File: src/icpr_pkg.sv
// shared types and constants for the icmp probe reply classifier
package icpr_pkg;

    typedef struct packed {
        logic [7:0] data_byte;
        logic       last_byte;
    } t_in_beat;

    typedef struct packed {
        logic [1:0] verdict;
        logic [1:0] probe_index;
    } t_out_beat;

    typedef enum logic [1:0] {
        KIND_UNKNOWN  = 2'd0,
        KIND_ECHO     = 2'd1,
        KIND_EXCEEDED = 2'd2,
        KIND_OTHER    = 2'd3
    } t_kind;

    localparam logic [1:0] VERDICT_DROP     = 2'd0;
    localparam logic [1:0] VERDICT_ECHO     = 2'd1;
    localparam logic [1:0] VERDICT_EXCEEDED = 2'd2;

    localparam logic CFG_PROBE_ID     = 1'b0;
    localparam logic CFG_EXPECTED_TTL = 1'b1;

    localparam int          CFG_DATA_W    = 16;
    localparam logic [7:0]  TYPE_ECHO_REPLY = 8'd0;
    localparam logic [7:0]  TYPE_TIME_EXCEEDED = 8'd11;
    localparam logic [3:0]  MIN_IHL       = 4'd5;
    localparam int          QUOTE_OFFSET  = 8;

endpackage

File: src/icpr_in_stage.sv
// input register stage for packet byte beats
module icpr_in_stage (
    input  logic               i_clk,
    input  logic               i_rst_n,
    input  logic               i_valid,
    output logic               o_ready,
    input  icpr_pkg::t_in_beat i_beat,
    input  logic               i_step,
    output logic               o_valid,
    output icpr_pkg::t_in_beat o_beat
);

    logic               r_valid;
    icpr_pkg::t_in_beat r_beat;

    assign o_ready = !r_valid || i_step;
    assign o_valid = r_valid;
    assign o_beat  = r_beat;

    always_ff @(posedge i_clk) begin
        if (!i_rst_n) begin
            r_valid <= 1'b0;
        end else if (o_ready) begin
            r_valid <= i_valid;
        end
    end

    always_ff @(posedge i_clk) begin
        if (i_valid && o_ready) begin
            r_beat <= i_beat;
        end
    end

endmodule

File: src/icpr_parse.sv
// per-packet header walk, id and sequence capture, and verdict logic
module icpr_parse #(
    parameter int MAX_PACKET_BYTES = 65535
) (
    input  logic                i_clk,
    input  logic                i_rst_n,
    input  logic                i_step,
    input  icpr_pkg::t_in_beat  i_beat,
    input  logic [15:0]         i_probe_id,
    input  logic [13:0]         i_expected_ttl,
    output icpr_pkg::t_out_beat o_result
);

    localparam int PW = $clog2(MAX_PACKET_BYTES + 1);
    localparam int CW = (PW > 8) ? PW : 8;

    logic [PW-1:0]   r_pos, n_pos;
    logic [5:0]      r_icmp_off, n_icmp_off;
    icpr_pkg::t_kind r_kind, n_kind;
    logic [7:0]      r_inner_off, n_inner_off;
    logic [15:0]     r_id, n_id;
    logic [15:0]     r_seq, n_seq;
    logic [3:0]      r_seen, n_seen;
    logic            r_bad, n_bad;

    logic [CW-1:0] w_pos_c, w_icmp_c, w_inner_c, w_rel;
    logic          w_take, w_match;
    logic [3:0]    w_ihl;

    assign w_pos_c   = CW'(r_pos);
    assign w_icmp_c  = CW'(r_icmp_off);
    assign w_inner_c = CW'(r_inner_off);
    assign w_ihl     = i_beat.data_byte[3:0];

    always_comb begin
        n_pos       = r_pos;
        n_icmp_off  = r_icmp_off;
        n_kind      = r_kind;
        n_inner_off = r_inner_off;
        n_id        = r_id;
        n_seq       = r_seq;
        n_seen      = r_seen;
        n_bad       = r_bad;
        w_take      = 1'b0;
        w_rel       = '0;
        if (r_pos >= PW'(MAX_PACKET_BYTES)) begin
            n_bad = 1'b1;
        end else begin
            if (r_pos == '0) begin
                n_icmp_off = {w_ihl, 2'b00};
                if (w_ihl < icpr_pkg::MIN_IHL) begin
                    n_bad = 1'b1;
                end
            end else if (w_pos_c == w_icmp_c) begin
                if (i_beat.data_byte == icpr_pkg::TYPE_ECHO_REPLY) begin
                    n_kind = icpr_pkg::KIND_ECHO;
                end else if (i_beat.data_byte == icpr_pkg::TYPE_TIME_EXCEEDED) begin
                    n_kind = icpr_pkg::KIND_EXCEEDED;
                end else begin
                    n_kind = icpr_pkg::KIND_OTHER;
                end
            end else if (r_kind == icpr_pkg::KIND_ECHO && w_pos_c > w_icmp_c) begin
                w_take = 1'b1;
                w_rel  = w_pos_c - w_icmp_c;
            end else if (r_kind == icpr_pkg::KIND_EXCEEDED && w_pos_c > w_icmp_c) begin
                if (w_pos_c == w_icmp_c + CW'(icpr_pkg::QUOTE_OFFSET)) begin
                    n_inner_off = {2'b00, r_icmp_off} + 8'(icpr_pkg::QUOTE_OFFSET)
                                + {2'b00, w_ihl, 2'b00};
                    if (w_ihl < icpr_pkg::MIN_IHL) begin
                        n_bad = 1'b1;
                    end
                end else if (r_inner_off != '0 && w_pos_c > w_inner_c) begin
                    w_take = 1'b1;
                    w_rel  = w_pos_c - w_inner_c;
                end
            end
            n_pos = r_pos + 1'b1;
        end
        // id and sequence sit at bytes four to seven of the icmp header
        if (w_take && w_rel[CW-1:3] == '0 && w_rel[2]) begin
            case (w_rel[1:0])
                2'd0: begin
                    n_id[7:0] = i_beat.data_byte;
                    n_seen[0] = 1'b1;
                end
                2'd1: begin
                    n_id[15:8] = i_beat.data_byte;
                    n_seen[1]  = 1'b1;
                end
                2'd2: begin
                    n_seq[7:0] = i_beat.data_byte;
                    n_seen[2]  = 1'b1;
                end
                default: begin
                    n_seq[15:8] = i_beat.data_byte;
                    n_seen[3]   = 1'b1;
                end
            endcase
        end
    end

    always_comb begin
        w_match = !n_bad && n_seen == 4'hF
               && (n_kind == icpr_pkg::KIND_ECHO || n_kind == icpr_pkg::KIND_EXCEEDED)
               && n_id == i_probe_id && n_seq[15:2] == i_expected_ttl;
        o_result.verdict     = icpr_pkg::VERDICT_DROP;
        o_result.probe_index = 2'd0;
        if (w_match) begin
            o_result.verdict     = (n_kind == icpr_pkg::KIND_ECHO) ? icpr_pkg::VERDICT_ECHO
                                                                   : icpr_pkg::VERDICT_EXCEEDED;
            o_result.probe_index = n_seq[1:0];
        end
    end

    always_ff @(posedge i_clk) begin
        if (!i_rst_n) begin
            r_pos       <= '0;
            r_icmp_off  <= '0;
            r_kind      <= icpr_pkg::KIND_UNKNOWN;
            r_inner_off <= '0;
            r_seen      <= '0;
            r_bad       <= 1'b0;
        end else if (i_step) begin
            if (i_beat.last_byte) begin
                r_pos       <= '0;
                r_icmp_off  <= '0;
                r_kind      <= icpr_pkg::KIND_UNKNOWN;
                r_inner_off <= '0;
                r_seen      <= '0;
                r_bad       <= 1'b0;
            end else begin
                r_pos       <= n_pos;
                r_icmp_off  <= n_icmp_off;
                r_kind      <= n_kind;
                r_inner_off <= n_inner_off;
                r_seen      <= n_seen;
                r_bad       <= n_bad;
            end
        end
    end

    always_ff @(posedge i_clk) begin
        if (i_step) begin
            r_id  <= n_id;
            r_seq <= n_seq;
        end
    end

    a_clear_after_last: assert property (@(posedge i_clk) disable iff (!i_rst_n)
        i_step && i_beat.last_byte |=> r_pos == '0 && r_seen == '0 && !r_bad)
        else $error("packet state not cleared after last beat");

endmodule

File: src/icpr_out_stage.sv
// result register for verdict beats
module icpr_out_stage (
    input  logic                i_clk,
    input  logic                i_rst_n,
    input  logic                i_load,
    input  icpr_pkg::t_out_beat i_result,
    input  logic                i_ready,
    output logic                o_free,
    output logic                o_valid,
    output icpr_pkg::t_out_beat o_beat
);

    logic                r_valid;
    icpr_pkg::t_out_beat r_beat;

    assign o_free  = !r_valid || i_ready;
    assign o_valid = r_valid;
    assign o_beat  = r_beat;

    always_ff @(posedge i_clk) begin
        if (!i_rst_n) begin
            r_valid <= 1'b0;
        end else if (o_free) begin
            r_valid <= i_load;
        end
    end

    always_ff @(posedge i_clk) begin
        if (i_load && o_free) begin
            r_beat <= i_result;
        end
    end

endmodule

File: src/icmp_probe_reply_classifier_unit.sv
// top level of the icmp probe reply classifier
// Takes a received IPv4 packet one byte per beat, starting at the IP header, and
// on the beat marked last delivers one verdict beat: drop, matching echo reply or
// matching time exceeded, with the probe index from the low two sequence bits.
// One byte is accepted every cycle; a byte passes an input register, is parsed
// combinationally against the packet state, and a last byte's verdict lands in
// the result register. Only a last byte waits, and only while the result
// register holds an untaken verdict. probe_id and expected_ttl are written
// through the config port; the user must do that between packets (not enforced).
module icmp_probe_reply_classifier_unit #(
    parameter int MAX_PACKET_BYTES = 65535
) (
    input  logic                                i_clk,
    input  logic                                i_rst_n,
    input  logic                                i_in_valid,
    output logic                                o_in_ready,
    input  icpr_pkg::t_in_beat                  i_in_beat,
    output logic                                o_out_valid,
    input  logic                                i_out_ready,
    output icpr_pkg::t_out_beat                 o_out_beat,
    input  logic                                i_cfg_we,
    input  logic                                i_cfg_index,
    input  logic [icpr_pkg::CFG_DATA_W-1:0]     i_cfg_data
);

    logic [15:0]         r_probe_id;
    logic [13:0]         r_expected_ttl;
    logic                w_in_valid;
    logic                w_out_free;
    logic                w_step;
    icpr_pkg::t_in_beat  w_in_beat;
    icpr_pkg::t_out_beat w_result;

    always_ff @(posedge i_clk) begin
        if (!i_rst_n) begin
            r_probe_id     <= 16'd0;
            r_expected_ttl <= 14'd1;
        end else if (i_cfg_we) begin
            case (i_cfg_index)
                icpr_pkg::CFG_PROBE_ID:     r_probe_id     <= i_cfg_data[15:0];
                icpr_pkg::CFG_EXPECTED_TTL: r_expected_ttl <= i_cfg_data[13:0];
                default: ;
            endcase
        end
    end

    assign w_step = w_in_valid && (!w_in_beat.last_byte || w_out_free);

    icpr_in_stage u_in (
        .i_clk   (i_clk),
        .i_rst_n (i_rst_n),
        .i_valid (i_in_valid),
        .o_ready (o_in_ready),
        .i_beat  (i_in_beat),
        .i_step  (w_step),
        .o_valid (w_in_valid),
        .o_beat  (w_in_beat)
    );

    icpr_parse #(
        .MAX_PACKET_BYTES (MAX_PACKET_BYTES)
    ) u_parse (
        .i_clk          (i_clk),
        .i_rst_n        (i_rst_n),
        .i_step         (w_step),
        .i_beat         (w_in_beat),
        .i_probe_id     (r_probe_id),
        .i_expected_ttl (r_expected_ttl),
        .o_result       (w_result)
    );

    icpr_out_stage u_out (
        .i_clk    (i_clk),
        .i_rst_n  (i_rst_n),
        .i_load   (w_step && w_in_beat.last_byte),
        .i_result (w_result),
        .i_ready  (i_out_ready),
        .o_free   (w_out_free),
        .o_valid  (o_out_valid),
        .o_beat   (o_out_beat)
    );

    a_verdict_lands: assert property (@(posedge i_clk) disable iff (!i_rst_n)
        w_step && w_in_beat.last_byte |=> o_out_valid)
        else $error("last beat parsed without a verdict beat");

    a_no_overwrite: assert property (@(posedge i_clk) disable iff (!i_rst_n)
        w_step && w_in_beat.last_byte |-> !o_out_valid || i_out_ready)
        else $error("verdict would overwrite an untaken beat");

    a_drop_index: assert property (@(posedge i_clk) disable iff (!i_rst_n)
        o_out_valid && o_out_beat.verdict == icpr_pkg::VERDICT_DROP
            |-> o_out_beat.probe_index == 2'd0)
        else $error("dropped packet carries a probe index");

endmodule
File: config.mk
export PLATFORM = sky130hd
export DESIGN_NAME = icmp_probe_reply_classifier_unit
export DESIGN_NICKNAME = d
export VERILOG_FILES = /design/src/icpr_pkg.sv /design/src/icpr_in_stage.sv /design/src/icpr_parse.sv /design/src/icpr_out_stage.sv /design/src/icmp_probe_reply_classifier_unit.sv
export SDC_FILE = /design/constraint.sdc
export NUM_CORES = 1
export LEC_CHECK = 0
export BUFFER_PORTS_ARGS = -buffer_cell sky130_fd_sc_hd__buf_2
export CORE_MARGIN = 2
export CORE_UTILIZATION = 40
export CTS_CLUSTER_SIZE = 24
export DETAILED_ROUTE_END_ITERATION = 10
export GPL_ROUTABILITY_DRIVEN = 0
export GPL_TIMING_DRIVEN = 0
export SYNTH_ARGS = -nofsm -noshare
export SYNTH_HDL_FRONTEND = slang
export SYNTH_SLANG_ARGS = --single-unit
File: constraint.sdc
create_clock -name i_clk -period 4.54 [get_ports i_clk]
set_input_delay 0.681 -clock i_clk [delete_from_list [all_inputs] [get_ports i_clk]]
set_output_delay 0.681 -clock i_clk [all_outputs]
set_load 0.03 [all_outputs]
-- Word-level counts from Yosys, hierarchy flattened
Cells that the tools add are included.
- add/sub/neg operators: 6
- multipliers: 0
- divide/modulo/power cells: 0
- $lt $le $gt $ge: 4
- equal/unequal tests: 16
- shifts and indexed selects: 0
- muxes and demuxes: 53
- bitwise logic cells: 1
- reductions and logical operators: 35
- operators by type and width (operator ; count):
    2-to-1 mux 16 bit ; 11
    2-to-1 mux 8 bit ; 11
    equality test 16 bit ; 2
    2-to-1 mux 1 bit ; 20
    2-to-1 mux 6 bit ; 3
    adder 16 x 1 -> 16 bit (second input constant) ; 1
    equality test 16 x 6 -> 1 bit ; 1
    >= comparator 16 bit (second input constant) ; 1
    > comparator 16 x 6 -> 1 bit ; 1
    > comparator 16 x 8 -> 1 bit ; 1
    zero test 16 bit ; 1
    subtractor 16 x 6 -> 16 bit ; 1
    subtractor 16 x 8 -> 16 bit ; 1
    adder 6 x 4 -> 7 bit (second input constant) ; 2
    equality test 14 bit ; 1
    logical AND 1 bit ; 13
    zero test 13 bit ; 1
    2-to-1 mux 2 bit ; 6
    adder 8 x 6 -> 8 bit ; 1
    equality test 8 x 4 -> 1 bit (second input constant) ; 1
    zero test 8 bit ; 1
    2-to-1 mux 4 bit ; 2
    != test 2 bit (second input constant) ; 4
    nonzero test 8 bit ; 1
    13 further kinds ; 27
- flip-flop bits (word level): 114
- latch bits: 0
- RAM bits: 0
- memory bits (read-only): 0
- output and inout bits: 6
- word-level logic and storage cells: 131
- memories: 0

-- Depth between registers and ports, before layout
- depth in word-level cells: 18
- mapped depth: 16
- depth with buffers taken out: 15

-- Cells and area by module
A second synthesis with hierarchy kept.
- cells, all modules: 751
- area total of the unflattened synthesis: 6880.3 um^2
- modules (own cells, without submodules) (module ; times used ; cells each ; area an instance (um^2) ; sequential area each (um^2)):
    icpr_parse ; 1 ; 607 ; 5173.7 ; 1621.6
    icmp_probe_reply_classifier_unit ; 1 ; 121 ; 1201.2 ; 600.6
    icpr_in_stage ; 1 ; 14 ; 327.8 ; 290.3
    icpr_out_stage ; 1 ; 9 ; 177.7 ; 140.1

-- Least setup slack after synthesis
Ideal clock, no wire load.
- path kind: reg2reg
- start: register u_parse.r_pos[7]
- end: register u_out.r_beat (netlist bit u_out.o_beat[3]) (data pin)
- setup time: 134 ps
- arrival time: 3614 ps
- required time: 4406 ps
- slack: 792 ps
- cell stages (with the launch flop): 15
- cells stage by stage: dfxtp_1 -> clkbuf_1 -> and4_1 -> nand2_1 -> nor4_1 -> nor4_1 -> nand3_1 -> o21ai_0 -> ha_1 -> a2111oi_0 -> o211ai_1 -> a21o_1 -> or4_4 -> nor4_4 -> and4b_1
- longest elaborated chain between the ends: 18
- ends and longest elaborated chain (item ; line ; text):
    from (decl) ; icpr_parse.sv:17 ; logic [PW-1:0] r_pos, n_pos;
    from (signal assigned) ; icpr_parse.sv:132 ; r_pos <= n_pos;
    > comparator 16 x 8 -> 1 bit ; icpr_parse.sv:72 ; end else if (r_inner_off != '0 && w_pos_c > w_inner_c) begin
    logical AND 1 bit ; icpr_parse.sv:72 ;
    2-to-1 mux 16 bit ; icpr_parse.sv:72 ;
    2-to-1 mux 16 bit ; icpr_parse.sv:66 ; if (w_pos_c == w_icmp_c + CW'(icpr_pkg::QUOTE_OFFSET)) begin
    2-to-1 mux 16 bit ; icpr_parse.sv:65 ; end else if (r_kind == icpr_pkg::KIND_EXCEEDED && w_pos_c > w_icmp_c) begin
    2-to-1 mux 16 bit ; icpr_parse.sv:62 ; end else if (r_kind == icpr_pkg::KIND_ECHO && w_pos_c > w_icmp_c) begin
    2-to-1 mux 16 bit ; icpr_parse.sv:54 ; end else if (w_pos_c == w_icmp_c) begin
    2-to-1 mux 16 bit ; icpr_parse.sv:49 ; if (r_pos == '0) begin
    2-to-1 mux 16 bit ; icpr_parse.sv:46 ; if (r_pos >= PW'(MAX_PACKET_BYTES)) begin
    equality test 2 x 1 -> 1 bit, or another cell as far along ; icpr_parse.sv:81 ; case (w_rel[1:0])
    OR reduction 3 bit (no source line) / logical AND 1 bit (equally long branches) ; n/a ;
    2-to-1 mux 1 bit / logical AND 1 bit (equally long branches) ; icpr_parse.sv:81, icpr_parse.sv:80 ;
    2-to-1 mux 4 bit ; icpr_parse.sv:80 ; if (w_take && w_rel[CW-1:3] == '0 && w_rel[2]) begin
    equality test 4 bit ; icpr_parse.sv:103 ; w_match = !n_bad && n_seen == 4'hF
    logical AND 1 bit ; icpr_parse.sv:103 ;
    logical AND 1 bit ; icpr_parse.sv:104 ; && (n_kind == icpr_pkg::KIND_ECHO || n_kind == icpr_pkg::KIND_EXCEEDED)
    logical AND 1 bit (2 in a row) ; icpr_parse.sv:105 ; && n_id == i_probe_id && n_seq[15:2] == i_expected_ttl;
    to (signal assigned) ; icpr_out_stage.sv:30 ; r_beat <= i_result;
    to (decl) ; icpr_out_stage.sv:14 ; icpr_pkg::t_out_beat r_beat;
Several ways; a longest one is shown, not always the timed one.
A chain may end at the register's enable or synchronous reset.

-- Final worst setup path
- start: register u_parse.r_pos[2]
- end: register u_out.r_beat (netlist bit u_out.o_beat[1]) (data pin)
Same word-level chain as after synthesis.

==> metrics <==
first-pass GRT wire length around 33,000 um; vias per inst between 5 and 6; CTS root buf clkbuf_16; Layout Nets 921; Synth Flop Type dfxtp_1; number of port buffers 36; diode count 0; Seq cells post-synth 110; Die Y 136.4 um; Clock Latency Late Sink between 300 and 400 ps; vias in the first global route between 6,000 and 7,000; syn avg cell area 8.576 um^2; pin count of the biggest net entering global routing 42; Initial Util 0.4070; Core ar. 17,240 um^2; final setup vio count 0; area leader, netlist edfxtp_1; EDFF count, synth between 40 and 50; Worst VDD drop just over 0.0002 V; Std-Cell Rows 48; crit path max fanout 8; Crit. End Element flop; CTS Hold Buffers Added 0; Post-DRT Antenna Nets 0; ys async rst share 0; r2r setup slk between 200 and 300 ps; clk sinks between 100 and 150; max_cap viols 0; clk_skew 7.479 ps; DR vias around 6,300; H-tree level count 3; CP startpoint kind flop; Crit path required time 4770 ps; outcome finished clean; reg2reg start u_parse.r_pos[2]$_SDFFE_PN0P_; layout cells sized above 1 0.1339; Mapped Nets 870; total gr overflow 0; initial antenna violation count 0; Routed WL per cell roughly 19 um; All-Layer GR Usage 0.2335; Worst Tran Pin Value about 1000 ps; Reg clk slew, reported paths about 80 ps; Reg area 2654 um^2; CTS Buf Count 9; RSZ-0062 raised after global routing no; R2R Path End u_out.o_beat[1]$_SDFFCE_PN0P_; Distinct cells, synth 81; Worst Path Class, Setup flop to flop; min-delay worst type flop to flop; chip width 136.4 um; Hold Path Depth 2; multi-input logic area approximately 4000 um^2; total power around 2.2 mW; final wirelength around 21,000 um; fmax ~230 MHz; dpl hpwl about 16,000 um; Synth Instances ~820; Yosys top cell area share 0.1926; Final Slew Violations 0; hold path startpoint u_parse.r_seen[0]$_SDFFE_PN0P_; max_slew headroom 0.3249; total die area between 15,000 and 20,000 um^2; Worst Reg-to-Reg Cells 17; final worst path period need about 4300 ps; Setup Slack @ Placement -289.6 ps; CTS tree done; Leak roughly 2.9 nW; main area contributors after synthesis edfxtp_1, dfxtp_1, nand2_1; worst-case clock buffer depth 2; P per Cell Area between 200 and 300 nW/um^2; synth warn 0; drt drc 0; I/O Pins 37; CP arrival roughly 4500 ps; DR iter-0 viols between 600 and 700; Final WS setup 263.8 ps; drt first pass iters 6; Fill cells 1,704; Mapped Area 7015 um^2; period utilization 0.9419; WHS Endpoint u_parse.r_seen[0]$_SDFFE_PN0P_; post-synthesis sequential area ratio 0.3781; final hold violation count 0; P&R area growth vs syn 13.00%
## stage by stage
step / cell area (um^2) / std cells / hold slack [ps] / utilization / TNS (ps)
3_5_place_dp: 7478 / 1079 / 460.2 / 0.4339 / -1132
2_1_floorplan: 7015 / 818 / 428.6 / - / 0
6_report: 7928 / 1099 / 478.9 / 0.4599 / 0
4_1_cts: 7846 / 1097 / 478.9 / 0.4552 / 0
3_3_place_gp: 7477 / 1079 / 445.9 / 0.4338 / -1026
5_1_grt: 7928 / 1099 / 487.5 / 0.4599 / 0
## power by group
| part | internal, mW | leakage, nW | total, mW | switching, mW |
|---|---|---|---|---|
| clock | 0.491 | 0.161 | 0.880 | 0.390 |
| sequential | 1.05 | 0.890 | 1.08 | 0.0329 |
| combinational | 0.0753 | 1.80 | 0.210 | 0.135 |
| total | 1.62 | 2.85 | 2.17 | 0.557 |
## how the worst max path moves through the flow
stage,endpoint,slack [ps],from,depth (start not counted)
6_report,u_out.o_beat[1]$_SDFFCE_PN0P_,260,u_parse.r_pos[2]$_SDFFE_PN0P_,17
5_1_grt,u_out.o_beat[1]$_SDFFCE_PN0P_,10,u_parse.r_icmp_off[5]$_SDFFE_PN0P_,13
4_1_cts,u_out.o_beat[1]$_SDFFCE_PN0P_,40,u_parse.r_icmp_off[3]$_SDFFE_PN0P_,16
3_5_place_dp,u_out.o_beat[1]$_SDFFCE_PN0P_,-290,u_parse.r_icmp_off[3]$_SDFFE_PN0P_,14
3_3_place_gp,u_out.o_beat[1]$_SDFFCE_PN0P_,-260,u_parse.r_icmp_off[3]$_SDFFE_PN0P_,14
2_1_floorplan,u_out.o_beat[3]$_SDFFCE_PN0P_,790,u_parse.r_pos[7]$_SDFFE_PN0P_,14
## logic make-up (layout without fill, tap and decap cells)
logic type | Yosys count | count (layout) | share of synthesized area
flops | 110 | 110 | 0.3781
mux | 22 | 22 | 0.03478
buf+inv | 83 | 139 | 0.04762
xor+xnor | 44 | 44 | 0.05493
fa+ha+maj | 21 | 21 | 0.04066
simple gates | 347 | 347 | 0.2513
compound gates | 191 | 191 | 0.1926
## critical path: stages (launching register included)
cell and delay, ps:
dfxtp_1 370, inv_1 110, ha_1 230, fa_1 410, nor2b_1 220, nor2_1 70
o21ba_2 210, o22a_1 200, nor4_2 290, buf_4 200, a41oi_4 220, nand2b_1 240
buf_2 190, nor4_2 370, o2111ai_1 250, nor4_2 200, buf_4 160, and4_1 180
## registers in the layout (all words and copies together) (netlist names), 2 cells and up
register / count
u_parse.r_id: 16
u_parse.r_kind: 2
u_parse.r_pos: 16
u_parse.r_icmp_off: 4
r_probe_id: 16
r_expected_ttl: 14
u_parse.r_seen: 4
u_parse.r_inner_off: 6
u_out.o_beat: 4
u_parse.r_seq: 16
u_in.o_beat: 9
## per-layer routing
| layer | vias up | GRT usage | wire, um | share of wire |
|---|---|---|---|---|
| met5 | - | 0 | 0 | 0 |
| met4 | 0 | 0.1088 | 838 | 0.040 |
| met3 | 62 | 0.02871 | 1203 | 0.057 |
| met2 | 229 | 0.3847 | 9742 | 0.46 |
| met1 | 2998 | 0.3048 | 9165 | 0.44 |
| li1 | 3046 | - | - | - |
## layout make-up
type                    count  area share
inverters                  48     0.02289
multi-input cells         625      0.5193
well taps                 225     0.03551
clock inverters             7     0.01310
flip-flops and latches    110      0.3348
plain buffers              35     0.01957
repair buffers             40     0.02652
clock buffers               9     0.02841
## cell usage in the layout (no fill, tap or decap), types with 18 or more instances in the layout
| master | count |
|---|---|
| xnor2_1 | 18 |
| nand2_1 | 120 |
| clkbuf_1 | 26 |
| mux2_2 | 19 |
| a21boi_0 | 32 |
| xor2_1 | 26 |
| nor3_1 | 22 |
| buf_2 | 42 |
| dfxtp_1 | 64 |
| edfxtp_1 | 45 |
| inv_1 | 45 |
| nand3_1 | 28 |
| nor2_1 | 58 |
| a21oi_1 | 25 |
| o21ai_0 | 46 |
| ha_1 | 18 |
## synth_stat cells (5+ instances only)
cell type,number
edfxtp_1,45
or3_1,8
a21boi_0,32
nand3_1,28
clkbuf_1,27
dfxtp_1,65
xor2_1,26
nand2b_1,16
inv_1,45
o22ai_1,9
nor4_1,11
a22oi_1,12
and2_1,13
and3_1,8
and4_1,5
o2111ai_1,6
o21ai_0,46
nand4_1,16
nor3_1,22
nand2_1,120
xnor2_1,18
a21oi_1,25
buf_2,6
nor2b_1,16
a21o_1,6
nor2_1,59
ha_1,18
mux2_2,19
## timing repair
item                                    in CTS  in global routing
gates resized for setup                      4                 13
pin swaps                                    2                  2
endpoints found under the setup margin       4                  5
buffers inserted                             2                  2
cloned                                       0                  0
Power figures use the tool's default switching activity.
